### src/rtl/lpfd_pkg.sv
`default_nettype none
package lpfd_pkg;

    localparam int KIND_W  = 2;
    localparam int BYTE_W  = 8;
    localparam int FNUM_W  = 4;
    localparam int ERR_W   = 3;
    localparam int FTOT_W  = 5;
    localparam int VAL_W   = 24;

    localparam logic [KIND_W-1:0] KIND_BYTE   = 2'd0;
    localparam logic [KIND_W-1:0] KIND_EMPTY  = 2'd1;
    localparam logic [KIND_W-1:0] KIND_ACCEPT = 2'd2;
    localparam logic [KIND_W-1:0] KIND_REJECT = 2'd3;

    localparam logic [ERR_W-1:0] ERR_NONE     = 3'd0;
    localparam logic [ERR_W-1:0] ERR_TRAILER  = 3'd1;
    localparam logic [ERR_W-1:0] ERR_BAD_WORD = 3'd2;
    localparam logic [ERR_W-1:0] ERR_OVERRUN  = 3'd3;
    localparam logic [ERR_W-1:0] ERR_TOO_MANY = 3'd4;

    localparam int QDEPTH = 4;
    localparam int QPTR_W = 2;
    localparam int QCNT_W = 3;

    typedef struct packed {
        logic [KIND_W-1:0] kind;
        logic [BYTE_W-1:0] data;
        logic [FNUM_W-1:0] fnum;
        logic              last;
        logic [ERR_W-1:0]  err;
        logic [FTOT_W-1:0] ftot;
        logic [VAL_W-1:0]  plen;
    } lpfd_item_t;

endpackage
`default_nettype wire

### src/rtl/lpfd_parse.sv
`default_nettype none
module lpfd_parse #(
    parameter int LEN_BYTES  = 4,
    parameter int MAX_FIELDS = 16
) (
    input  wire logic                 clk,
    input  wire logic                 rst_n,
    input  wire logic                 beat,
    input  wire logic [7:0]           data_byte,
    output logic                      push,
    output lpfd_pkg::lpfd_item_t      item
);
    import lpfd_pkg::*;

    localparam int POS_W = (LEN_BYTES > 2) ? 2 : 1;
    localparam int BUF_W = (LEN_BYTES - 1) * 8;
    localparam int FC_W  = $clog2(MAX_FIELDS + 1);

    localparam logic [2:0] PH_HEADER  = 3'd0;
    localparam logic [2:0] PH_WORD    = 3'd1;
    localparam logic [2:0] PH_DATA    = 3'd2;
    localparam logic [2:0] PH_TRAILER = 3'd3;
    localparam logic [2:0] PH_SKIP    = 3'd4;

    localparam logic [VAL_W-1:0] LEN_V   = VAL_W'(LEN_BYTES);
    localparam logic [VAL_W-1:0] MIN_TOT = VAL_W'(2 * LEN_BYTES);
    localparam logic [7:0]       CNT_MAX = 8'(LEN_BYTES - 1);

    logic [2:0]       phase_reg, phase_next;
    logic [POS_W-1:0] pos_reg, pos_next;
    logic [BUF_W-1:0] buf_reg, buf_next;
    logic [VAL_W-1:0] total_reg, total_next;
    logic [VAL_W-1:0] bpos_reg, bpos_next;
    logic [VAL_W-1:0] rem_reg, rem_next;
    logic [FC_W-1:0]  fc_reg, fc_next;
    logic [ERR_W-1:0] err_reg, err_next;

    logic [VAL_W-1:0] bp_inc;
    logic             word_last;
    logic             word_bad;
    logic [VAL_W-1:0] val;
    logic [VAL_W-1:0] tot_sel;
    logic [VAL_W-1:0] limit;
    logic [VAL_W-1:0] flen;
    logic [VAL_W:0]   reach;
    logic             overrun;
    logic [VAL_W-1:0] rem_dec;
    logic [FC_W-1:0]  fc_inc;
    logic             more;
    logic             finish;
    logic [ERR_W-1:0] fin_err;
    logic [VAL_W-1:0] fin_len;
    logic             after;
    logic [FC_W-1:0]  after_fc;

    assign bp_inc    = bpos_reg + 1'b1;
    assign word_last = (pos_reg == POS_W'(LEN_BYTES - 1));
    assign word_bad  = (data_byte > CNT_MAX);
    assign tot_sel   = (phase_reg == PH_HEADER) ? val : total_reg;
    assign limit     = tot_sel - LEN_V;
    assign flen      = val - LEN_V;
    assign reach     = {1'b0, bp_inc} + {1'b0, flen};
    assign overrun   = (reach > {1'b0, limit});
    assign rem_dec   = rem_reg - 1'b1;
    assign fc_inc    = fc_reg + 1'b1;
    assign more      = (bp_inc < limit);

    always_comb
    begin
        val = '0;
        for (int i = 0; i < LEN_BYTES - 1; i++)
        begin
            if (i < int'(data_byte))
            begin
                val[i*8 +: 8] = buf_reg[i*8 +: 8];
            end
        end
    end

    always_comb
    begin
        phase_next = phase_reg;
        pos_next   = pos_reg;
        buf_next   = buf_reg;
        total_next = total_reg;
        bpos_next  = bpos_reg;
        rem_next   = rem_reg;
        fc_next    = fc_reg;
        err_next   = err_reg;
        push       = 1'b0;
        finish     = 1'b0;
        fin_err    = ERR_NONE;
        fin_len    = total_reg;
        after      = 1'b0;
        after_fc   = fc_reg;
        item.kind  = KIND_BYTE;
        item.data  = data_byte;
        item.fnum  = FNUM_W'(fc_reg);
        item.last  = 1'b0;
        item.err   = ERR_NONE;
        item.ftot  = FTOT_W'(fc_reg);
        item.plen  = total_reg;

        if (beat)
        begin
            bpos_next = bp_inc;
            if (phase_reg == PH_HEADER || phase_reg == PH_WORD || phase_reg == PH_TRAILER)
            begin
                if (word_last)
                begin
                    pos_next = '0;
                end
                else
                begin
                    pos_next = pos_reg + 1'b1;
                    for (int i = 0; i < LEN_BYTES - 1; i++)
                    begin
                        if (pos_reg == POS_W'(i))
                        begin
                            buf_next[i*8 +: 8] = data_byte;
                        end
                    end
                end
            end

            case (phase_reg)
                PH_HEADER:
                begin
                    if (word_last)
                    begin
                        if (word_bad)
                        begin
                            finish  = 1'b1;
                            fin_err = ERR_BAD_WORD;
                            fin_len = '0;
                        end
                        else if (val < MIN_TOT)
                        begin
                            finish  = 1'b1;
                            fin_err = ERR_BAD_WORD;
                            fin_len = val;
                        end
                        else
                        begin
                            total_next = val;
                            after      = 1'b1;
                        end
                    end
                end
                PH_WORD:
                begin
                    if (word_last)
                    begin
                        if (word_bad || val < LEN_V || overrun)
                        begin
                            phase_next = PH_SKIP;
                            err_next   = (word_bad || val < LEN_V) ? ERR_BAD_WORD : ERR_OVERRUN;
                            if (bp_inc >= total_reg)
                            begin
                                finish  = 1'b1;
                                fin_err = err_next;
                            end
                        end
                        else if (val == LEN_V)
                        begin
                            push      = 1'b1;
                            item.kind = KIND_EMPTY;
                            fc_next   = fc_inc;
                            after     = 1'b1;
                            after_fc  = fc_inc;
                        end
                        else
                        begin
                            rem_next   = flen;
                            phase_next = PH_DATA;
                        end
                    end
                end
                PH_DATA:
                begin
                    push     = 1'b1;
                    rem_next = rem_dec;
                    if (rem_dec == '0)
                    begin
                        item.last = 1'b1;
                        fc_next   = fc_inc;
                        after     = 1'b1;
                        after_fc  = fc_inc;
                    end
                end
                PH_TRAILER:
                begin
                    if (word_last)
                    begin
                        finish  = 1'b1;
                        fin_err = word_bad ? ERR_BAD_WORD :
                                  ((val == total_reg) ? ERR_NONE : ERR_TRAILER);
                    end
                end
                PH_SKIP:
                begin
                    if (bp_inc >= total_reg)
                    begin
                        finish  = 1'b1;
                        fin_err = err_reg;
                    end
                end
                default:
                begin
                    phase_next = PH_HEADER;
                    pos_next   = '0;
                    total_next = '0;
                    bpos_next  = '0;
                    rem_next   = '0;
                    fc_next    = '0;
                    err_next   = ERR_NONE;
                end
            endcase

            if (after)
            begin
                if (more)
                begin
                    if (after_fc >= FC_W'(MAX_FIELDS))
                    begin
                        phase_next = PH_SKIP;
                        err_next   = ERR_TOO_MANY;
                    end
                    else
                    begin
                        phase_next = PH_WORD;
                    end
                end
                else
                begin
                    phase_next = PH_TRAILER;
                end
            end

            if (finish)
            begin
                push       = 1'b1;
                item.kind  = (fin_err == ERR_NONE) ? KIND_ACCEPT : KIND_REJECT;
                item.err   = fin_err;
                item.plen  = fin_len;
                phase_next = PH_HEADER;
                pos_next   = '0;
                total_next = '0;
                bpos_next  = '0;
                rem_next   = '0;
                fc_next    = '0;
                err_next   = ERR_NONE;
            end
        end
    end

    always_ff @(posedge clk or negedge rst_n)
    begin
        if (!rst_n)
        begin
            phase_reg <= PH_HEADER;
            pos_reg   <= '0;
            total_reg <= '0;
            bpos_reg  <= '0;
            rem_reg   <= '0;
            fc_reg    <= '0;
            err_reg   <= ERR_NONE;
        end
        else
        begin
            phase_reg <= phase_next;
            pos_reg   <= pos_next;
            total_reg <= total_next;
            bpos_reg  <= bpos_next;
            rem_reg   <= rem_next;
            fc_reg    <= fc_next;
            err_reg   <= err_next;
        end
    end

    always_ff @(posedge clk)
    begin
        buf_reg <= buf_next;
    end

endmodule
`default_nettype wire

### src/rtl/lpfd_queue.sv
`default_nettype none
module lpfd_queue (
    input  wire logic                  clk,
    input  wire logic                  rst_n,
    input  wire logic                  push,
    input  wire lpfd_pkg::lpfd_item_t  push_item,
    input  wire logic                  pop,
    output logic                       full,
    output logic                       nonempty,
    output lpfd_pkg::lpfd_item_t       head_item
);
    import lpfd_pkg::*;

    lpfd_item_t        slot_reg [QDEPTH];
    logic [QPTR_W-1:0] wr_reg, wr_next;
    logic [QPTR_W-1:0] rd_reg, rd_next;
    logic [QCNT_W-1:0] cnt_reg, cnt_next;
    logic              do_push;
    logic              do_pop;

    assign full      = (cnt_reg == QCNT_W'(QDEPTH));
    assign nonempty  = (cnt_reg != '0);
    assign head_item = slot_reg[rd_reg];
    assign do_push   = push && !full;
    assign do_pop    = pop && nonempty;

    always_comb
    begin
        wr_next  = do_push ? wr_reg + 1'b1 : wr_reg;
        rd_next  = do_pop ? rd_reg + 1'b1 : rd_reg;
        cnt_next = cnt_reg + QCNT_W'(do_push) - QCNT_W'(do_pop);
    end

    always_ff @(posedge clk or negedge rst_n)
    begin
        if (!rst_n)
        begin
            wr_reg  <= '0;
            rd_reg  <= '0;
            cnt_reg <= '0;
        end
        else
        begin
            wr_reg  <= wr_next;
            rd_reg  <= rd_next;
            cnt_reg <= cnt_next;
        end
    end

    always_ff @(posedge clk)
    begin
        if (do_push)
        begin
            slot_reg[wr_reg] <= push_item;
        end
    end

endmodule
`default_nettype wire

### src/rtl/lpfd_out.sv
`default_nettype none
module lpfd_out (
    input  wire logic                  clk,
    input  wire logic                  rst_n,
    input  wire logic                  avail,
    input  wire lpfd_pkg::lpfd_item_t  head_item,
    output logic                       pop,
    input  wire logic                  out_stall,
    output logic                       out_valid,
    output logic [1:0]                 kind,
    output logic [7:0]                 payload_byte,
    output logic [3:0]                 field_number,
    output logic                       last_in_field,
    output logic [2:0]                 error_code,
    output logic [4:0]                 field_total,
    output logic [23:0]                packet_length
);
    import lpfd_pkg::*;

    logic              valid_reg;
    logic              valid_next;
    logic              is_field;
    logic              is_end;
    logic [KIND_W-1:0] kind_reg;
    logic [BYTE_W-1:0] pay_reg;
    logic [FNUM_W-1:0] fnum_reg;
    logic              last_reg;
    logic [ERR_W-1:0]  err_reg;
    logic [FTOT_W-1:0] ftot_reg;
    logic [VAL_W-1:0]  plen_reg;

    assign pop        = avail && (!valid_reg || !out_stall);
    assign valid_next = pop || (valid_reg && out_stall);
    assign is_field   = (head_item.kind == KIND_BYTE) || (head_item.kind == KIND_EMPTY);
    assign is_end     = !is_field;

    always_ff @(posedge clk or negedge rst_n)
    begin
        if (!rst_n)
        begin
            valid_reg <= 1'b0;
        end
        else
        begin
            valid_reg <= valid_next;
        end
    end

    always_ff @(posedge clk)
    begin
        if (pop)
        begin
            kind_reg <= head_item.kind;
            pay_reg  <= (head_item.kind == KIND_BYTE) ? head_item.data : '0;
            fnum_reg <= is_field ? head_item.fnum : '0;
            last_reg <= (head_item.kind == KIND_BYTE) && head_item.last;
            err_reg  <= is_end ? head_item.err : ERR_NONE;
            ftot_reg <= is_end ? head_item.ftot : '0;
            plen_reg <= is_end ? head_item.plen : '0;
        end
    end

    assign out_valid     = valid_reg;
    assign kind          = kind_reg;
    assign payload_byte  = pay_reg;
    assign field_number  = fnum_reg;
    assign last_in_field = last_reg;
    assign error_code    = err_reg;
    assign field_total   = ftot_reg;
    assign packet_length = plen_reg;

endmodule
`default_nettype wire

### src/rtl/length_prefixed_field_deframer.sv
`default_nettype none
// Channel   Handshake             Payload
// in        in_valid / in_stall   data_byte
// out       out_valid / out_stall kind, payload_byte, field_number, last_in_field,
//                                 error_code, field_total, packet_length
//
// One byte a cycle unless stalled; a result is queued, then registered at the output.
// The parser's byte counter and field state are updated on each accepted byte.
// A four-entry queue sits between parser and output register.
// in_stall rises only while the queue is full; out_stall backs up into the queue.
// rst_n clears parser, queue and output valid at once.
module length_prefixed_field_deframer #(
    parameter int LEN_BYTES  = 4,
    parameter int MAX_FIELDS = 16
) (
    input  wire logic        clk,
    input  wire logic        rst_n,
    input  wire logic        in_valid,
    output logic             in_stall,
    input  wire logic [7:0]  data_byte,
    output logic             out_valid,
    input  wire logic        out_stall,
    output logic [1:0]       kind,
    output logic [7:0]       payload_byte,
    output logic [3:0]       field_number,
    output logic             last_in_field,
    output logic [2:0]       error_code,
    output logic [4:0]       field_total,
    output logic [23:0]      packet_length
);
    import lpfd_pkg::*;

    logic       q_full;
    logic       q_nonempty;
    logic       q_pop;
    logic       beat;
    logic       push;
    lpfd_item_t push_item;
    lpfd_item_t head_item;

    assign in_stall = q_full;
    assign beat     = in_valid && !q_full;

    lpfd_parse #(
        .LEN_BYTES  (LEN_BYTES),
        .MAX_FIELDS (MAX_FIELDS)
    ) u_parse (
        .clk       (clk),
        .rst_n     (rst_n),
        .beat      (beat),
        .data_byte (data_byte),
        .push      (push),
        .item      (push_item)
    );

    lpfd_queue u_queue (
        .clk       (clk),
        .rst_n     (rst_n),
        .push      (push),
        .push_item (push_item),
        .pop       (q_pop),
        .full      (q_full),
        .nonempty  (q_nonempty),
        .head_item (head_item)
    );

    lpfd_out u_out (
        .clk           (clk),
        .rst_n         (rst_n),
        .avail         (q_nonempty),
        .head_item     (head_item),
        .pop           (q_pop),
        .out_stall     (out_stall),
        .out_valid     (out_valid),
        .kind          (kind),
        .payload_byte  (payload_byte),
        .field_number  (field_number),
        .last_in_field (last_in_field),
        .error_code    (error_code),
        .field_total   (field_total),
        .packet_length (packet_length)
    );

endmodule
`default_nettype wire

### config.mk
export PLATFORM = sky130hd
export DESIGN_NAME = length_prefixed_field_deframer
export DESIGN_NICKNAME = d
export VERILOG_FILES = /design/src/rtl/lpfd_pkg.sv /design/src/rtl/lpfd_parse.sv /design/src/rtl/lpfd_queue.sv /design/src/rtl/lpfd_out.sv /design/src/rtl/length_prefixed_field_deframer.sv
export SDC_FILE = /design/constraint.sdc
export NUM_CORES = 1
export LEC_CHECK = 0
export ABC_AREA = 0
export BUFFER_PORTS_ARGS = -buffer_cell sky130_fd_sc_hd__buf_2
export CAP_MARGIN = 20
export CELL_PAD_IN_SITES_DETAIL_PLACEMENT = 1
export CELL_PAD_IN_SITES_GLOBAL_PLACEMENT = 2
export CORE_ASPECT_RATIO = 2
export CORE_UTILIZATION = 25
export CTS_CLUSTER_DIAMETER = 50
export CTS_CLUSTER_SIZE = 28
export DETAILED_ROUTE_END_ITERATION = 8
export HOLD_SLACK_MARGIN = 0.08
export PLACE_DENSITY_LB_ADDON = 0.05
export SYNTH_ARGS = -nofsm -noshare
export SYNTH_HDL_FRONTEND = slang
export SYNTH_SLANG_ARGS = --single-unit
### constraint.sdc
create_clock -name clk -period 8.02 [get_ports clk]
set_input_delay 0.802 -clock clk [delete_from_list [all_inputs] [get_ports clk]]
set_output_delay 0.802 -clock clk [all_outputs]
set_load 0.1 [all_outputs]
==> flow_summary.toml <==
[placement]
gp_congestion = 0.8008
dp_hpwl_um = 59160
numPortBuffers = 60

[clocking]
clockBufferDepth = 3
cts_setup_buffers = 0
tritoncts = "built"
cts_htree_levels = 2
clk_latency_ns = 0.59
cts_root_buf = "clkbuf_16"
cts_buffers = 37
cts.sinks = 336
clkSlewWorstSetupHoldPaths_ns = 0.08

[synth]
syn_avg_cell_area_um2 = 10.96
synth-edff-count = 243
synth-seq-area-share_pct = 49.07
synth_warnings = 0
syn_nets = 1915
synth_area_um2 = 19610
ys.flop_type = "edfxtp_1"
ys_ff_latch = 336
synthCells = 1789
async_flop_share_pct = 27.68
yosys.cell_types.count = 87

[route]
drtIter0Drc = 560
viasPerCell = 4.986
drc = 0
via_count = 15150
first_pass_iters = 4
wl_um = 74770
ant_nets = 0
routedWlPerCell_um = 24.61

[sta]
grt_setup_unrepaired = "no"
period_needed_ns = 7.729
fmax_mhz = 129.4
finalSetupViolations = 0
drv_slew = 0
fin_worst_skew_ns = 0.06460
whs_ns = 0.2732
slew_headroom_pct = 28.13
worst_slew_pin_slew_ns = 1.063
finalHoldViolations = 0
finalCritPeriodShare_pct = 96.37

[cells_and_area]
final_core_util_pct = 30.41
fill_cells = 8630
register_area_um2 = 9629
layout_commonest_cell = "edfxtp_1"
insertedDiodeCount = 0
largest_reg_flops = 172
layout-drive-gt1-share_pct = 20.16
area_delta_synth_final_pct = 20.69
final_nets = 2108
most-common-layout-cells = "243 x edfxtp_1, 177 x buf_4, 161 x nand2_1, 121 x nor2_1, 116 x o21ai_0"
multi_input_area_um2 = 9409

[critical_path]
slowest_stage = "or4_1"
start_kind = "primary input"
setup.worst_path.end_class = "register"
critPathRequiredTime_ns = 8.27
crit_top_cell = "nand2_1"
cp.arrival_ns = 7.98
path_class = "in2reg"
crit_fanout = 9
slowest_delay_ns = 0.60

[die]
core-area_um2 = 77830
start_util_pct = 25.20
dieArea_um2 = 79650
ios = 61
die_w_um = 200.1
num_rows = 145
die-height_um = 398.1

[pwr]
powerDensity_nw_per_um2 = 334.9
vdd_ir_drop_max_mv = 0.1595
p_leak_nw = 9.090

[global_routing]
track_usage_pct = 19.26
antenna_found_initial = 0
grt_pass1_vias = 16510
globalRouteOverflowTotal = 0
grt_max_degree = 55
grt_pass1_wl_um = 110300

[status]
status = "complete, no violations"

[flow_run]
drv_cap = 0

[hold_path]
worst_hold_path_type = "in2async"
==> stage by stage <==
stage               instance area (µm²)  setup TNS (ns)  std cells  setup WS [ns]  power (mW)
floorplan                         19630               0       1789        0.07080       4.901
global placement                  22350          -26.41       2972        -0.1908       6.173
detailed placement                22350          -24.88       2972        -0.1504       6.200
CTS                               23670               0       3038         0.4095       8.116
global route                      23670               0       3038        0.04336       8.384
finish                            23670               0       3038         0.2910       7.928
==> cells by family (layout without fill, tap and decap cells) <==
group,after synthesis,in the layout,synth area share (%)
buf+inv,160,380,3.266
mux,51,51,5.346
fa+ha+maj,114,114,7.349
flops,336,336,49.07
simple gates,586,586,14.99
compound gates,437,437,15.29
xor+xnor,105,105,4.689
==> worst max-delay path, delay by kind of cell <==
family | cells | cell delay, ns
simple gates | 8 | 1.64
compound gates | 17 | 4.12
fa+ha+maj | 2 | 0.63
buf+inv | 4 | 0.77
==> repair_timing <==
item                                    in CTS  in global routing
resized for setup                            0                  1
hold buffers                                 0                  0
endpoints found under the setup margin       0                 40
==> cell usage after synthesis, types with 13 or more instances <==
cell | number | area, µm²
nor2_1 | 121 | 454.2
a21oi_1 | 81 | 405.4
a21o_1 | 21 | 157.7
o21ai_0 | 117 | 585.6
mux4_2 | 42 | 945.9
and2_1 | 24 | 150.1
nor3_1 | 48 | 240.2
inv_1 | 71 | 266.5
xor2_1 | 39 | 341.6
o2bb2ai_1 | 17 | 148.9
nand4_1 | 22 | 137.6
o31ai_1 | 23 | 172.7
a22o_1 | 16 | 140.1
nand2_1 | 161 | 604.3
clkbuf_1 | 67 | 251.5
xnor2_1 | 66 | 578.1
ha_1 | 112 | 1401
dfrtp_1 | 93 | 2327
a22oi_1 | 13 | 97.59
nor4_1 | 24 | 150.1
nor2b_1 | 58 | 362.9
nand3_1 | 39 | 195.2
and3_1 | 17 | 106.4
a31oi_1 | 16 | 100.1
edfxtp_1 | 243 | 7297
==> report_power, final <==
group	leakage (nW)	internal (mW)	switching, mW
logic	4.91	1.11	2.55
clock network	0.621	0.990	0.874
registers	3.56	2.27	0.129
==> metal layers <==
layer	up-vias	share of wire (%)	track usage, %	routed length, µm
met2	234	54	36.48	40460
met5	-	0	0	0
met3	126	2.1	1.710	1574
li1	7126	-	-	-
met4	0	7.3	12.60	5483
met1	7662	36	19.76	27260
==> final cells by class <==
| class | count | share of cell area, % |
|---|---|---|
| repair buffers | 243 | 7.453 |
| inverters | 71 | 1.126 |
| well taps | 1029 | 5.439 |
| clock buffers | 38 | 4.017 |
| clock inverters | 28 | 1.538 |
| multi-input cells | 1293 | 39.75 |
| flip-flops and latches | 336 | 40.68 |
==> final timing paths <==
path | from | end | slack, ns | depth (start not counted)
max | data_byte[4] | u_queue.slot_reg[3][45] | 0.29 | 31
min | rst_n | u_parse.fc_reg[2] | 0.27 | 1
max reg2reg | u_parse.buf_reg[5] | u_queue.slot_reg[3][45] | 0.65 | 29
min reg2reg | u_queue.cnt_reg[2] | u_queue.cnt_reg[2] | 0.51 | 1
max in group asynchronous | rst_n | u_parse.bpos_reg[0] | 6.40 | 2
min in group clk | out_stall | u_out.out_valid | 0.48 | 3
Note: power is estimated with default switching activity, not from simulation.
